`config.mk`:
```
export PLATFORM = sky130hd
export DESIGN_NAME = rle8_bitmap_decoder_unit
export DESIGN_NICKNAME = d
export VERILOG_FILES = /design/src/rtl/core/rle8bd_pkg.sv /design/src/rtl/core/rle8bd_parser.sv /design/src/rtl/core/rle8bd_res_fifo.sv /design/src/rtl/core/rle8_bitmap_decoder_unit.sv
export SDC_FILE = /design/constraint.sdc
export NUM_CORES = 1
export LEC_CHECK = 0
export BUFFER_PORTS_ARGS = -buffer_cell sky130_fd_sc_hd__buf_2
export CAP_MARGIN = 25
export CORE_MARGIN = 2
export CORE_UTILIZATION = 45
export DETAILED_ROUTE_END_ITERATION = 10
export SETUP_SLACK_MARGIN = 0.5
export SLEW_MARGIN = 20
export SYNTH_ARGS = -nofsm -noshare
export SYNTH_HDL_FRONTEND = slang
export SYNTH_HIERARCHICAL = 1
export SYNTH_SLANG_ARGS = --single-unit
```
`constraint.sdc`:
```
create_clock -name clk_i -period 10.9 [get_ports clk_i]
set_input_delay 0.545 -clock clk_i [delete_from_list [all_inputs] [get_ports clk_i]]
set_output_delay 0.545 -clock clk_i [all_outputs]
set_load 0.005 [all_outputs]
```
`src/rtl/core/rle8bd_pkg.sv`:
```
// Shared types and constants of the RLE8 bitmap decoder.
// Used by the parser, the result queue and the top level; depends on nothing.
`timescale 1ns / 1ps

package rle8bd_pkg;

  // Configuration register width and register indexes.
  localparam int unsigned CFG_W = 13;
  localparam logic [1:0] CFG_IDX_WIDTH    = 2'd0;
  localparam logic [1:0] CFG_IDX_HEIGHT   = 2'd1;
  localparam logic [1:0] CFG_IDX_DOWNWARD = 2'd2;

  // Column may run up to the width plus one delta byte; the row may also dip below zero.
  localparam int unsigned COL_W = 14;
  localparam int unsigned ROW_W = 15;

  // Result queue.
  localparam int unsigned RES_DEPTH = 4;
  localparam int unsigned RES_PTR_W = 2;
  localparam int unsigned RES_CNT_W = 3;

  typedef enum logic [7:0] {
    PH_COUNT     = 8'b0000_0001,
    PH_VALUE     = 8'b0000_0010,
    PH_DX        = 8'b0000_0100,
    PH_DY        = 8'b0000_1000,
    PH_LIT       = 8'b0001_0000,
    PH_PAD       = 8'b0010_0000,
    PH_DONE_OK   = 8'b0100_0000,
    PH_DONE_FAIL = 8'b1000_0000
  } phase_e;

  typedef enum logic [1:0] {
    KIND_FILL = 2'd0,
    KIND_LIT  = 2'd1,
    KIND_OK   = 2'd2,
    KIND_FAIL = 2'd3
  } kind_e;

  typedef struct packed {
    logic [CFG_W-1:0] width;
    logic [CFG_W-1:0] height;
    logic             downward;
  } cfg_t;

  typedef struct packed {
    kind_e       kind;
    logic [11:0] row;
    logic [11:0] column;
    logic [7:0]  run_length;
    logic [7:0]  value;
    logic        final_result;
  } result_t;

  // Up to two results are produced by one request, the write always first.
  typedef struct packed {
    logic [1:0] count;
    result_t    res0;
    result_t    res1;
  } push_t;

endpackage

```
`src/rtl/core/rle8bd_parser.sv`:
```
// Stream parser of the RLE8 bitmap decoder: position and phase registers and
// the per-byte decode logic. Depends on rle8bd_pkg.
`timescale 1ns / 1ps

module rle8bd_parser #(
  parameter int unsigned MAX_DIM = 4096
) (
  input  logic                clk_i,
  input  logic                rst_ni,
  input  logic                accept_i,
  input  logic [7:0]          data_i,
  input  logic                eos_i,
  input  rle8bd_pkg::cfg_t    cfg_i,
  output rle8bd_pkg::push_t   push_o
);

  localparam logic [16:0] MaxDim = 17'(MAX_DIM);
  localparam int unsigned ColW   = rle8bd_pkg::COL_W;
  localparam int unsigned RowW   = rle8bd_pkg::ROW_W;

  rle8bd_pkg::phase_e phase_q, phase_d;
  logic [ColW-1:0]    col_q, col_d;
  logic [RowW-1:0]    row_q, row_d;
  logic [7:0]         held_q, held_d;
  logic [7:0]         lit_q, lit_d;
  logic               pad_q, pad_d;
  logic               fresh_q, fresh_d;

  logic [rle8bd_pkg::CFG_W-1:0] eff_w, eff_h;
  logic signed [RowW-1:0]       eff_h_s, start_row, row_c, row_step, row_delta, row_new;
  logic [ColW-1:0]              col_c;
  logic [ColW:0]                col_plus_held, col_plus_b;
  logic [ColW:0]                eff_w_x;
  logic [7:0]                   lit_dec;
  logic                         write_vld, status_vld;
  rle8bd_pkg::kind_e            status_kind;
  rle8bd_pkg::result_t          write_res, status_res;

  function automatic logic row_inside(input logic signed [RowW-1:0] r,
                                      input logic signed [RowW-1:0] h);
    row_inside = (r >= 0) && (r < h);
  endfunction

  // Dimensions above the supported maximum behave as the maximum.
  assign eff_w = ({4'b0, cfg_i.width} > MaxDim) ? MaxDim[rle8bd_pkg::CFG_W-1:0] : cfg_i.width;
  assign eff_h = ({4'b0, cfg_i.height} > MaxDim) ? MaxDim[rle8bd_pkg::CFG_W-1:0] : cfg_i.height;

  assign eff_h_s   = $signed({2'b00, eff_h});
  assign eff_w_x   = {2'b00, eff_w};
  assign start_row = cfg_i.downward ? '0 : eff_h_s - RowW'(1);

  // The first byte of an image starts from column zero and the start row.
  assign col_c = fresh_q ? '0 : col_q;
  assign row_c = fresh_q ? start_row : $signed(row_q);

  assign col_plus_held = {1'b0, col_c} + (ColW+1)'(held_q);
  assign col_plus_b    = {1'b0, col_c} + (ColW+1)'(data_i);
  assign row_step      = cfg_i.downward ? RowW'(1) : -RowW'(1);
  assign row_delta     = cfg_i.downward ? $signed({7'b0, data_i}) : -$signed({7'b0, data_i});
  assign lit_dec       = lit_q - 8'd1;

  always_comb begin
    phase_d     = phase_q;
    col_d       = col_q;
    row_d       = row_q;
    held_d      = held_q;
    lit_d       = lit_q;
    pad_d       = pad_q;
    fresh_d     = fresh_q;
    row_new     = row_c;
    write_vld   = 1'b0;
    status_vld  = 1'b0;
    status_kind = rle8bd_pkg::KIND_FAIL;
    write_res   = '0;
    status_res  = '0;
    push_o      = '0;

    if (accept_i) begin
      if (phase_q == rle8bd_pkg::PH_DONE_OK || phase_q == rle8bd_pkg::PH_DONE_FAIL) begin
        // Bytes after an early status are absorbed until the last-marked one.
        if (eos_i) begin
          status_vld  = 1'b1;
          status_kind = (phase_q == rle8bd_pkg::PH_DONE_OK) ? rle8bd_pkg::KIND_OK
                                                            : rle8bd_pkg::KIND_FAIL;
        end
      end else begin
        fresh_d = 1'b0;
        col_d   = col_c;
        row_d   = row_c;
        case (phase_q)
          rle8bd_pkg::PH_COUNT: begin
            if (!row_inside(row_c, eff_h_s)) begin
              status_vld  = 1'b1;
              status_kind = rle8bd_pkg::KIND_OK;
            end else begin
              held_d  = data_i;
              phase_d = rle8bd_pkg::PH_VALUE;
            end
          end
          rle8bd_pkg::PH_VALUE: begin
            if (held_q != 8'd0) begin
              if (col_plus_held > eff_w_x) begin
                status_vld = 1'b1;
              end else begin
                write_vld            = 1'b1;
                write_res.kind       = rle8bd_pkg::KIND_FILL;
                write_res.row        = row_c[11:0];
                write_res.column     = col_c[11:0];
                write_res.run_length = held_q;
                write_res.value      = data_i;
                col_d                = col_plus_held[ColW-1:0];
                phase_d              = rle8bd_pkg::PH_COUNT;
              end
            end else if (data_i == 8'd0) begin
              row_new = row_c + row_step;
              col_d   = '0;
              row_d   = row_new;
              if (!row_inside(row_new, eff_h_s)) begin
                status_vld  = 1'b1;
                status_kind = rle8bd_pkg::KIND_OK;
              end else begin
                phase_d = rle8bd_pkg::PH_COUNT;
              end
            end else if (data_i == 8'd1) begin
              status_vld  = 1'b1;
              status_kind = rle8bd_pkg::KIND_OK;
            end else if (data_i == 8'd2) begin
              phase_d = rle8bd_pkg::PH_DX;
            end else begin
              if (col_plus_b > eff_w_x) begin
                status_vld = 1'b1;
              end else begin
                lit_d   = data_i;
                pad_d   = data_i[0];
                phase_d = rle8bd_pkg::PH_LIT;
              end
            end
          end
          rle8bd_pkg::PH_DX: begin
            col_d   = col_plus_b[ColW-1:0];
            phase_d = rle8bd_pkg::PH_DY;
          end
          rle8bd_pkg::PH_DY: begin
            row_new = row_c + row_delta;
            row_d   = row_new;
            if ({1'b0, col_c} > eff_w_x || !row_inside(row_new, eff_h_s)) begin
              status_vld = 1'b1;
            end else begin
              phase_d = rle8bd_pkg::PH_COUNT;
            end
          end
          rle8bd_pkg::PH_LIT: begin
            write_vld            = 1'b1;
            write_res.kind       = rle8bd_pkg::KIND_LIT;
            write_res.row        = row_c[11:0];
            write_res.column     = col_c[11:0];
            write_res.run_length = 8'd1;
            write_res.value      = data_i;
            col_d                = col_c + ColW'(1);
            lit_d                = lit_dec;
            if (lit_dec == 8'd0) begin
              phase_d = pad_q ? rle8bd_pkg::PH_PAD : rle8bd_pkg::PH_COUNT;
            end
          end
          rle8bd_pkg::PH_PAD: begin
            pad_d   = 1'b0;
            phase_d = rle8bd_pkg::PH_COUNT;
          end
          default: begin
            phase_d = rle8bd_pkg::PH_COUNT;
          end
        endcase

        // A last-marked byte that leaves the image open is a truncated stream.
        if (!status_vld && eos_i) begin
          status_vld  = 1'b1;
          status_kind = rle8bd_pkg::KIND_FAIL;
        end
        if (status_vld && !eos_i) begin
          phase_d = (status_kind == rle8bd_pkg::KIND_OK) ? rle8bd_pkg::PH_DONE_OK
                                                         : rle8bd_pkg::PH_DONE_FAIL;
        end
      end

      // The closing status rearms the parser for the next image.
      if (status_vld && eos_i) begin
        phase_d = rle8bd_pkg::PH_COUNT;
        col_d   = '0;
        held_d  = '0;
        lit_d   = '0;
        pad_d   = 1'b0;
        fresh_d = 1'b1;
      end

      status_res.kind         = status_kind;
      status_res.final_result = eos_i;

      if (write_vld && status_vld) begin
        push_o.count = 2'd2;
        push_o.res0  = write_res;
        push_o.res1  = status_res;
      end else if (write_vld) begin
        push_o.count = 2'd1;
        push_o.res0  = write_res;
      end else if (status_vld) begin
        push_o.count = 2'd1;
        push_o.res0  = status_res;
      end
    end
  end

  always_ff @(posedge clk_i or negedge rst_ni) begin
    if (!rst_ni) begin
      phase_q <= rle8bd_pkg::PH_COUNT;
      col_q   <= '0;
      row_q   <= '0;
      held_q  <= '0;
      lit_q   <= '0;
      pad_q   <= 1'b0;
      fresh_q <= 1'b1;
    end else begin
      phase_q <= phase_d;
      col_q   <= col_d;
      row_q   <= row_d;
      held_q  <= held_d;
      lit_q   <= lit_d;
      pad_q   <= pad_d;
      fresh_q <= fresh_d;
    end
  end

endmodule

```
`src/rtl/core/rle8bd_res_fifo.sv`:
```
// Four-entry result queue of the RLE8 bitmap decoder: takes up to two results
// per cycle from the parser and hands out one per cycle while pop_i is high. Depends on rle8bd_pkg.
`timescale 1ns / 1ps

module rle8bd_res_fifo (
  input  logic                clk_i,
  input  logic                rst_ni,
  input  rle8bd_pkg::push_t   push_i,
  input  logic                pop_i,
  output logic                room_o,
  output logic                valid_o,
  output rle8bd_pkg::result_t head_o
);

  localparam int unsigned PtrW = rle8bd_pkg::RES_PTR_W;
  localparam int unsigned CntW = rle8bd_pkg::RES_CNT_W;

  rle8bd_pkg::result_t mem_q [rle8bd_pkg::RES_DEPTH];
  logic [PtrW-1:0]     wr_ptr_q, wr_ptr_d, rd_ptr_q, rd_ptr_d;
  logic [CntW-1:0]     cnt_q, cnt_d;
  logic                do_pop;

  assign valid_o = (cnt_q != '0);
  assign head_o  = mem_q[rd_ptr_q];
  // A request is taken only while two entries are free, so both results always fit.
  assign room_o  = (cnt_q <= CntW'(rle8bd_pkg::RES_DEPTH - 2));
  assign do_pop  = pop_i && valid_o;

  assign wr_ptr_d = wr_ptr_q + PtrW'(push_i.count);
  assign rd_ptr_d = rd_ptr_q + PtrW'(do_pop);
  assign cnt_d    = cnt_q + CntW'(push_i.count) - CntW'(do_pop);

  always_ff @(posedge clk_i) begin
    if (push_i.count != 2'd0) begin
      mem_q[wr_ptr_q] <= push_i.res0;
    end
    if (push_i.count == 2'd2) begin
      mem_q[wr_ptr_q + PtrW'(1)] <= push_i.res1;
    end
  end

  always_ff @(posedge clk_i or negedge rst_ni) begin
    if (!rst_ni) begin
      wr_ptr_q <= '0;
      rd_ptr_q <= '0;
      cnt_q    <= '0;
    end else begin
      wr_ptr_q <= wr_ptr_d;
      rd_ptr_q <= rd_ptr_d;
      cnt_q    <= cnt_d;
    end
  end

endmodule

```
`src/rtl/core/rle8_bitmap_decoder_unit.sv`:
```
// RLE8 bitmap decoder, top level: configuration registers, parser and result queue.
// Depends on rle8bd_pkg, rle8bd_parser and rle8bd_res_fifo.
//
// The decoder takes one compressed byte per clock cycle while its result queue has room and
// turns it into fill-run writes, literal pixel writes and a closing status for each image.
// A byte is decoded in the cycle it is accepted, and its results appear on the master side
// from the next cycle on. The results pass through a four-entry queue that the master side
// drains at one result per cycle while it is ready; the slave side is ready while that queue
// has at least two free entries, so the sustained rate is one byte per cycle as long as
// results are taken. Configuration must be written only between images, while the block is
// idle; the block itself leaves this to the user.
`timescale 1ns / 1ps

module rle8_bitmap_decoder_unit #(
  parameter int unsigned MAX_DIM = 4096
) (
  input  logic        clk_i,
  input  logic        rst_ni,
  // Configuration write port.
  input  logic        cfg_we_i,
  input  logic [1:0]  cfg_index_i,
  input  logic [12:0] cfg_wdata_i,
  // Compressed byte stream.
  input  logic        s_axis_tvalid_i,
  output logic        s_axis_tready_o,
  input  logic [7:0]  s_axis_tdata_i,   // [7:0] data_byte
  input  logic        s_axis_tlast_i,   // end_of_stream
  // Decoded results.
  output logic        m_axis_tvalid_o,
  input  logic        m_axis_tready_i,
  output logic [39:0] m_axis_tdata_o,   // [11:0] pixel_row, [23:12] pixel_column,
                                        // [31:24] run_length, [39:32] pixel_value
  output logic [1:0]  m_axis_tuser_o,   // [1:0] result_kind
  output logic        m_axis_tlast_o    // final_result
);

  rle8bd_pkg::cfg_t    cfg_q, cfg_d;
  rle8bd_pkg::push_t   push;
  rle8bd_pkg::result_t head;
  logic                room, in_fire;

  always_comb begin
    cfg_d = cfg_q;
    if (cfg_we_i) begin
      case (cfg_index_i)
        rle8bd_pkg::CFG_IDX_WIDTH:    cfg_d.width    = cfg_wdata_i;
        rle8bd_pkg::CFG_IDX_HEIGHT:   cfg_d.height   = cfg_wdata_i;
        rle8bd_pkg::CFG_IDX_DOWNWARD: cfg_d.downward = cfg_wdata_i[0];
        default:                      cfg_d          = cfg_q;
      endcase
    end
  end

  always_ff @(posedge clk_i or negedge rst_ni) begin
    if (!rst_ni) begin
      cfg_q.width    <= 13'd1;
      cfg_q.height   <= 13'd1;
      cfg_q.downward <= 1'b0;
    end else begin
      cfg_q <= cfg_d;
    end
  end

  assign s_axis_tready_o = room;
  assign in_fire         = s_axis_tvalid_i && room;

  rle8bd_parser #(
    .MAX_DIM (MAX_DIM)
  ) u_parser (
    .clk_i    (clk_i),
    .rst_ni   (rst_ni),
    .accept_i (in_fire),
    .data_i   (s_axis_tdata_i),
    .eos_i    (s_axis_tlast_i),
    .cfg_i    (cfg_q),
    .push_o   (push)
  );

  rle8bd_res_fifo u_res_fifo (
    .clk_i   (clk_i),
    .rst_ni  (rst_ni),
    .push_i  (push),
    .pop_i   (m_axis_tready_i),
    .room_o  (room),
    .valid_o (m_axis_tvalid_o),
    .head_o  (head)
  );

  assign m_axis_tdata_o = {head.value, head.run_length, head.column, head.row};
  assign m_axis_tuser_o = head.kind;
  assign m_axis_tlast_o = head.final_result;

endmodule

```
==> results_dict.tcl <==
set metrics [dict create \
    status "finished clean" \
    die_y_um 208 \
    grt_usage_pct 25.5 \
    post_cts_buffers 0 \
    postRouteAntennaNets 0 \
    required_ns 11.16 \
    path_max_fanout 28 \
    finalCriticalPeriod_ns 8.48 \
    slowest_stage "o21bai_4" \
    via_per_inst 6.07 \
    finalInstanceArea_sq_um 20500 \
    hpwl_mm 40.4 \
    setup_viol 0 \
    synth_area_per_cell_sq_um 11.1 \
    max_stage_delay_ns 0.85 \
    pre_cts_ws_ns 2.53 \
    portBuffers 73 \
    synth_ff_type "edfxtp_1" \
    h-tree-depth 1 \
    crit_path_frequent_cell "ha_1" \
    die_w_um 208 \
    p_leak_nw 8.53 \
    drtPass1Iterations 7 \
    hp-class "input port to register" \
    area_delta_synth_final_pct 9.28 \
    grt_pass1_wl_mm 84.7 \
    synth.ff_latch_count 261 \
    clock_latency_ns 0.59 \
    routed_wl_mm 55.8 \
    max_slew_margin_pct 29.9 \
    gp_congestion 0.958 \
    antenna_found_initial 1 \
    worst_setup_path_end_kind "register" \
    yosysWarningCount 6 \
    fin_skew_ns 0.0216 \
    place_area_sq_um 19600 \
    tightestPinTransition_ns 1.05 \
    start_util_pct 45.8 \
    crit_type "register to register" \
    fin_ws_ns 2.42 \
    vdd_ir_drop_max_v 0.000149 \
    rsz0062_at_grt "false" \
    overflow 0 \
    clockBufferDepth 3 \
    r2r_slack_ns 2.42 \
    wl_per_cell_um 24.2 \
    grt_pass1_vias 14000 \
    clock-sinks 261 \
    pin_count 74 \
    synth-seq-area-share_pct 39.4 \
    drc 0 \
    synth_edf_count 172 \
    die_area_sq_um 43400 \
    cts_tree "yes" \
    clkTransAtPathRegs_ns 0.06 \
    grt_max_degree 57 \
    final_nets 1915 \
    rows 74 \
    synthArstFlopShare_pct 34.1 \
    ys_types 92 \
    setup_tns_ns 0 \
    finalHoldViolations 0 \
    synth_area_sq_um 18800 \
    drv_cap 0 \
    drive_gt1_share_pct 23.9 \
    cts_buffers 29 \
    timing.final.crit_share_pct 77.8 \
    coreArea_sq_um 41000 \
    p_per_area_nw_per_um2 250 \
    root_buffer "clkbuf_16" \
    drtIter0Drc 1356 \
    antenna_cells 0 \
    syn_inst 1696 \
    fmax_mhz 118 \
    final_max_slew_viol_count 0 \
    start_kind "register" \
    crit_arrival_ns 8.75 \
    post_cts_resized 0 \
    vias 14000 \
]
[through the flow]
stage	utilization, %	cells	hold slack (ns)	total power [mW]
after floorplan	-	1735	0.249	3.26
after global placement	47.6	2248	0.471	4.07
after detailed placement	47.7	2249	0.483	4.09
after CTS	50.1	2304	0.189	5.13
after global routing	50.1	2304	0.188	5.48
final	50.1	2304	0.218	5.13
[sequential cells by signal, indices dropped and copies added, names as in the netlist]
name,count
u_res_fifo/mem_q,172
cfg_q,27
u_parser/row_q,15
u_parser/col_q,14
u_parser/held_q,8
u_parser/lit_q,8
u_parser/phase_q,8
u_res_fifo/cnt_q,3
u_res_fifo/rd_ptr_q,2
u_res_fifo/wr_ptr_q,2
u_parser/fresh_q,1
u_parser/pad_q,1
[final timing paths]
check                                                         end  depth (start not counted)                           from
worst max-delay path            u_res_fifo/mem_q[2][39]$_DFFE_PP_                         29          cfg_q[13]$_DFFE_PN0P_
worst min-delay path                        cfg_q[12]$_DFFE_PN0P_                          2                cfg_wdata_i[11]
worst max register to register  u_res_fifo/mem_q[2][39]$_DFFE_PP_                         29          cfg_q[13]$_DFFE_PN0P_
worst min register to register      u_parser/row_q[5]$_DFFE_PN0P_                          2  u_parser/row_q[5]$_DFFE_PN0P_
max in group asynchronous        u_res_fifo/rd_ptr_q[0]$_DFF_PN0_                          3                         rst_ni
min in group asynchronous                   cfg_q[11]$_DFFE_PN0P_                          2                         rst_ni
[Yosys cell counts (all sizes together), types with 9 or more instances]
master / n / area, sq um
ha: 132 / 1650
nand3: 24 / 120
o21a: 17 / 128
edfxtp: 172 / 5160
o21ai: 77 / 385
buf: 77 / 567
xnor2: 56 / 490
o211ai: 12 / 95.1
a22o: 12 / 105
dfrtp: 85 / 2130
nor2b: 24 / 150
nand2: 115 / 439
clkbuf: 41 / 154
nand4: 12 / 75.1
mux2: 201 / 2300
or3: 11 / 68.8
a22oi: 11 / 82.6
a21oi: 91 / 455
a211oi: 14 / 105
mux4: 43 / 968
nand2b: 15 / 93.8
nor4: 14 / 103
inv: 53 / 199
a221oi: 15 / 131
xor2: 24 / 210
nor2: 109 / 409
nor3: 34 / 180
a31oi: 9 / 56.3
and3: 28 / 175
o31ai: 17 / 133
a21o: 21 / 158
[kinds of logic after synthesis]
logic type      Yosys count  share of synthesized area (%)
compound gates          364                           13.1
xor+xnor                 80                           3.73
fa+ha+maj               137                           9.32
buf+inv                 172                           4.91
flops                   261                           39.4
mux                     251                           17.8
other cells               1                         0.0200
simple gates            430                           11.7
[repair_timing]
action,CTS,global route
setup endpoints to repair,0,0
hold endpoints to repair,31,0
hold buffers,1,0
[power breakdown]
| group | switching [mW] | internal (mW) |
|---|---|---|
| Combinational | 1.60 | 1.09 |
| Sequential | 0.194 | 1.23 |
| Clock | 0.428 | 0.588 |
| Total | 2.22 | 2.91 |
[area by class of cell]
cell class              count  area [sq um]
clock buffers              35           748
multi-input cells        1302         10700
inverters                  54           203
flip-flops and latches    261          7400
clock inverters            19           225
repair buffers            101           601
well taps                 532           666
fillers                  3648         20500
[layout by cell type, fill, tap and decap left out, drive strengths merged, types with 14 or more instances in the layout]
| cell type | n |
|---|---|
| o31ai | 17 |
| nor4 | 14 |
| nand3 | 24 |
| xnor2 | 56 |
| o21a | 17 |
| nand2b | 15 |
| xor2 | 24 |
| edfxtp | 172 |
| a21o | 21 |
| nor3 | 34 |
| conb | 40 |
| a211oi | 14 |
| clkbuf | 35 |
| inv | 55 |
| a221oi | 15 |
| nor2b | 24 |
| mux2 | 201 |
| buf | 100 |
| dfrtp | 85 |
| mux4 | 43 |
| ha | 132 |
| a21oi | 91 |
| nand2 | 115 |
| o21ai | 77 |
| nor2 | 109 |
| and3 | 28 |
[per-layer routing]
| metal | routed length [um] | global-route usage [%] | up-vias |
|---|---|---|---|
| met3 | 3940 | 4.44 | 127 |
| met2 | 25700 | 40.8 | 575 |
| met5 | 0 | 0 | - |
| met4 | 2480 | 11.3 | 0 |
| li1 | - | - | 6497 |
| met1 | 23700 | 33.9 | 6785 |
[critical path: cells and delay by family, from the launching register on]
family          cells  cell delay, ns
compound gates     11            3.53
fa+ha+maj           5            1.47
simple gates        7            1.28
buf+inv             4            0.92
flops               1            0.50
xor+xnor            2            0.44
Power figures use the tool's default switching activity.
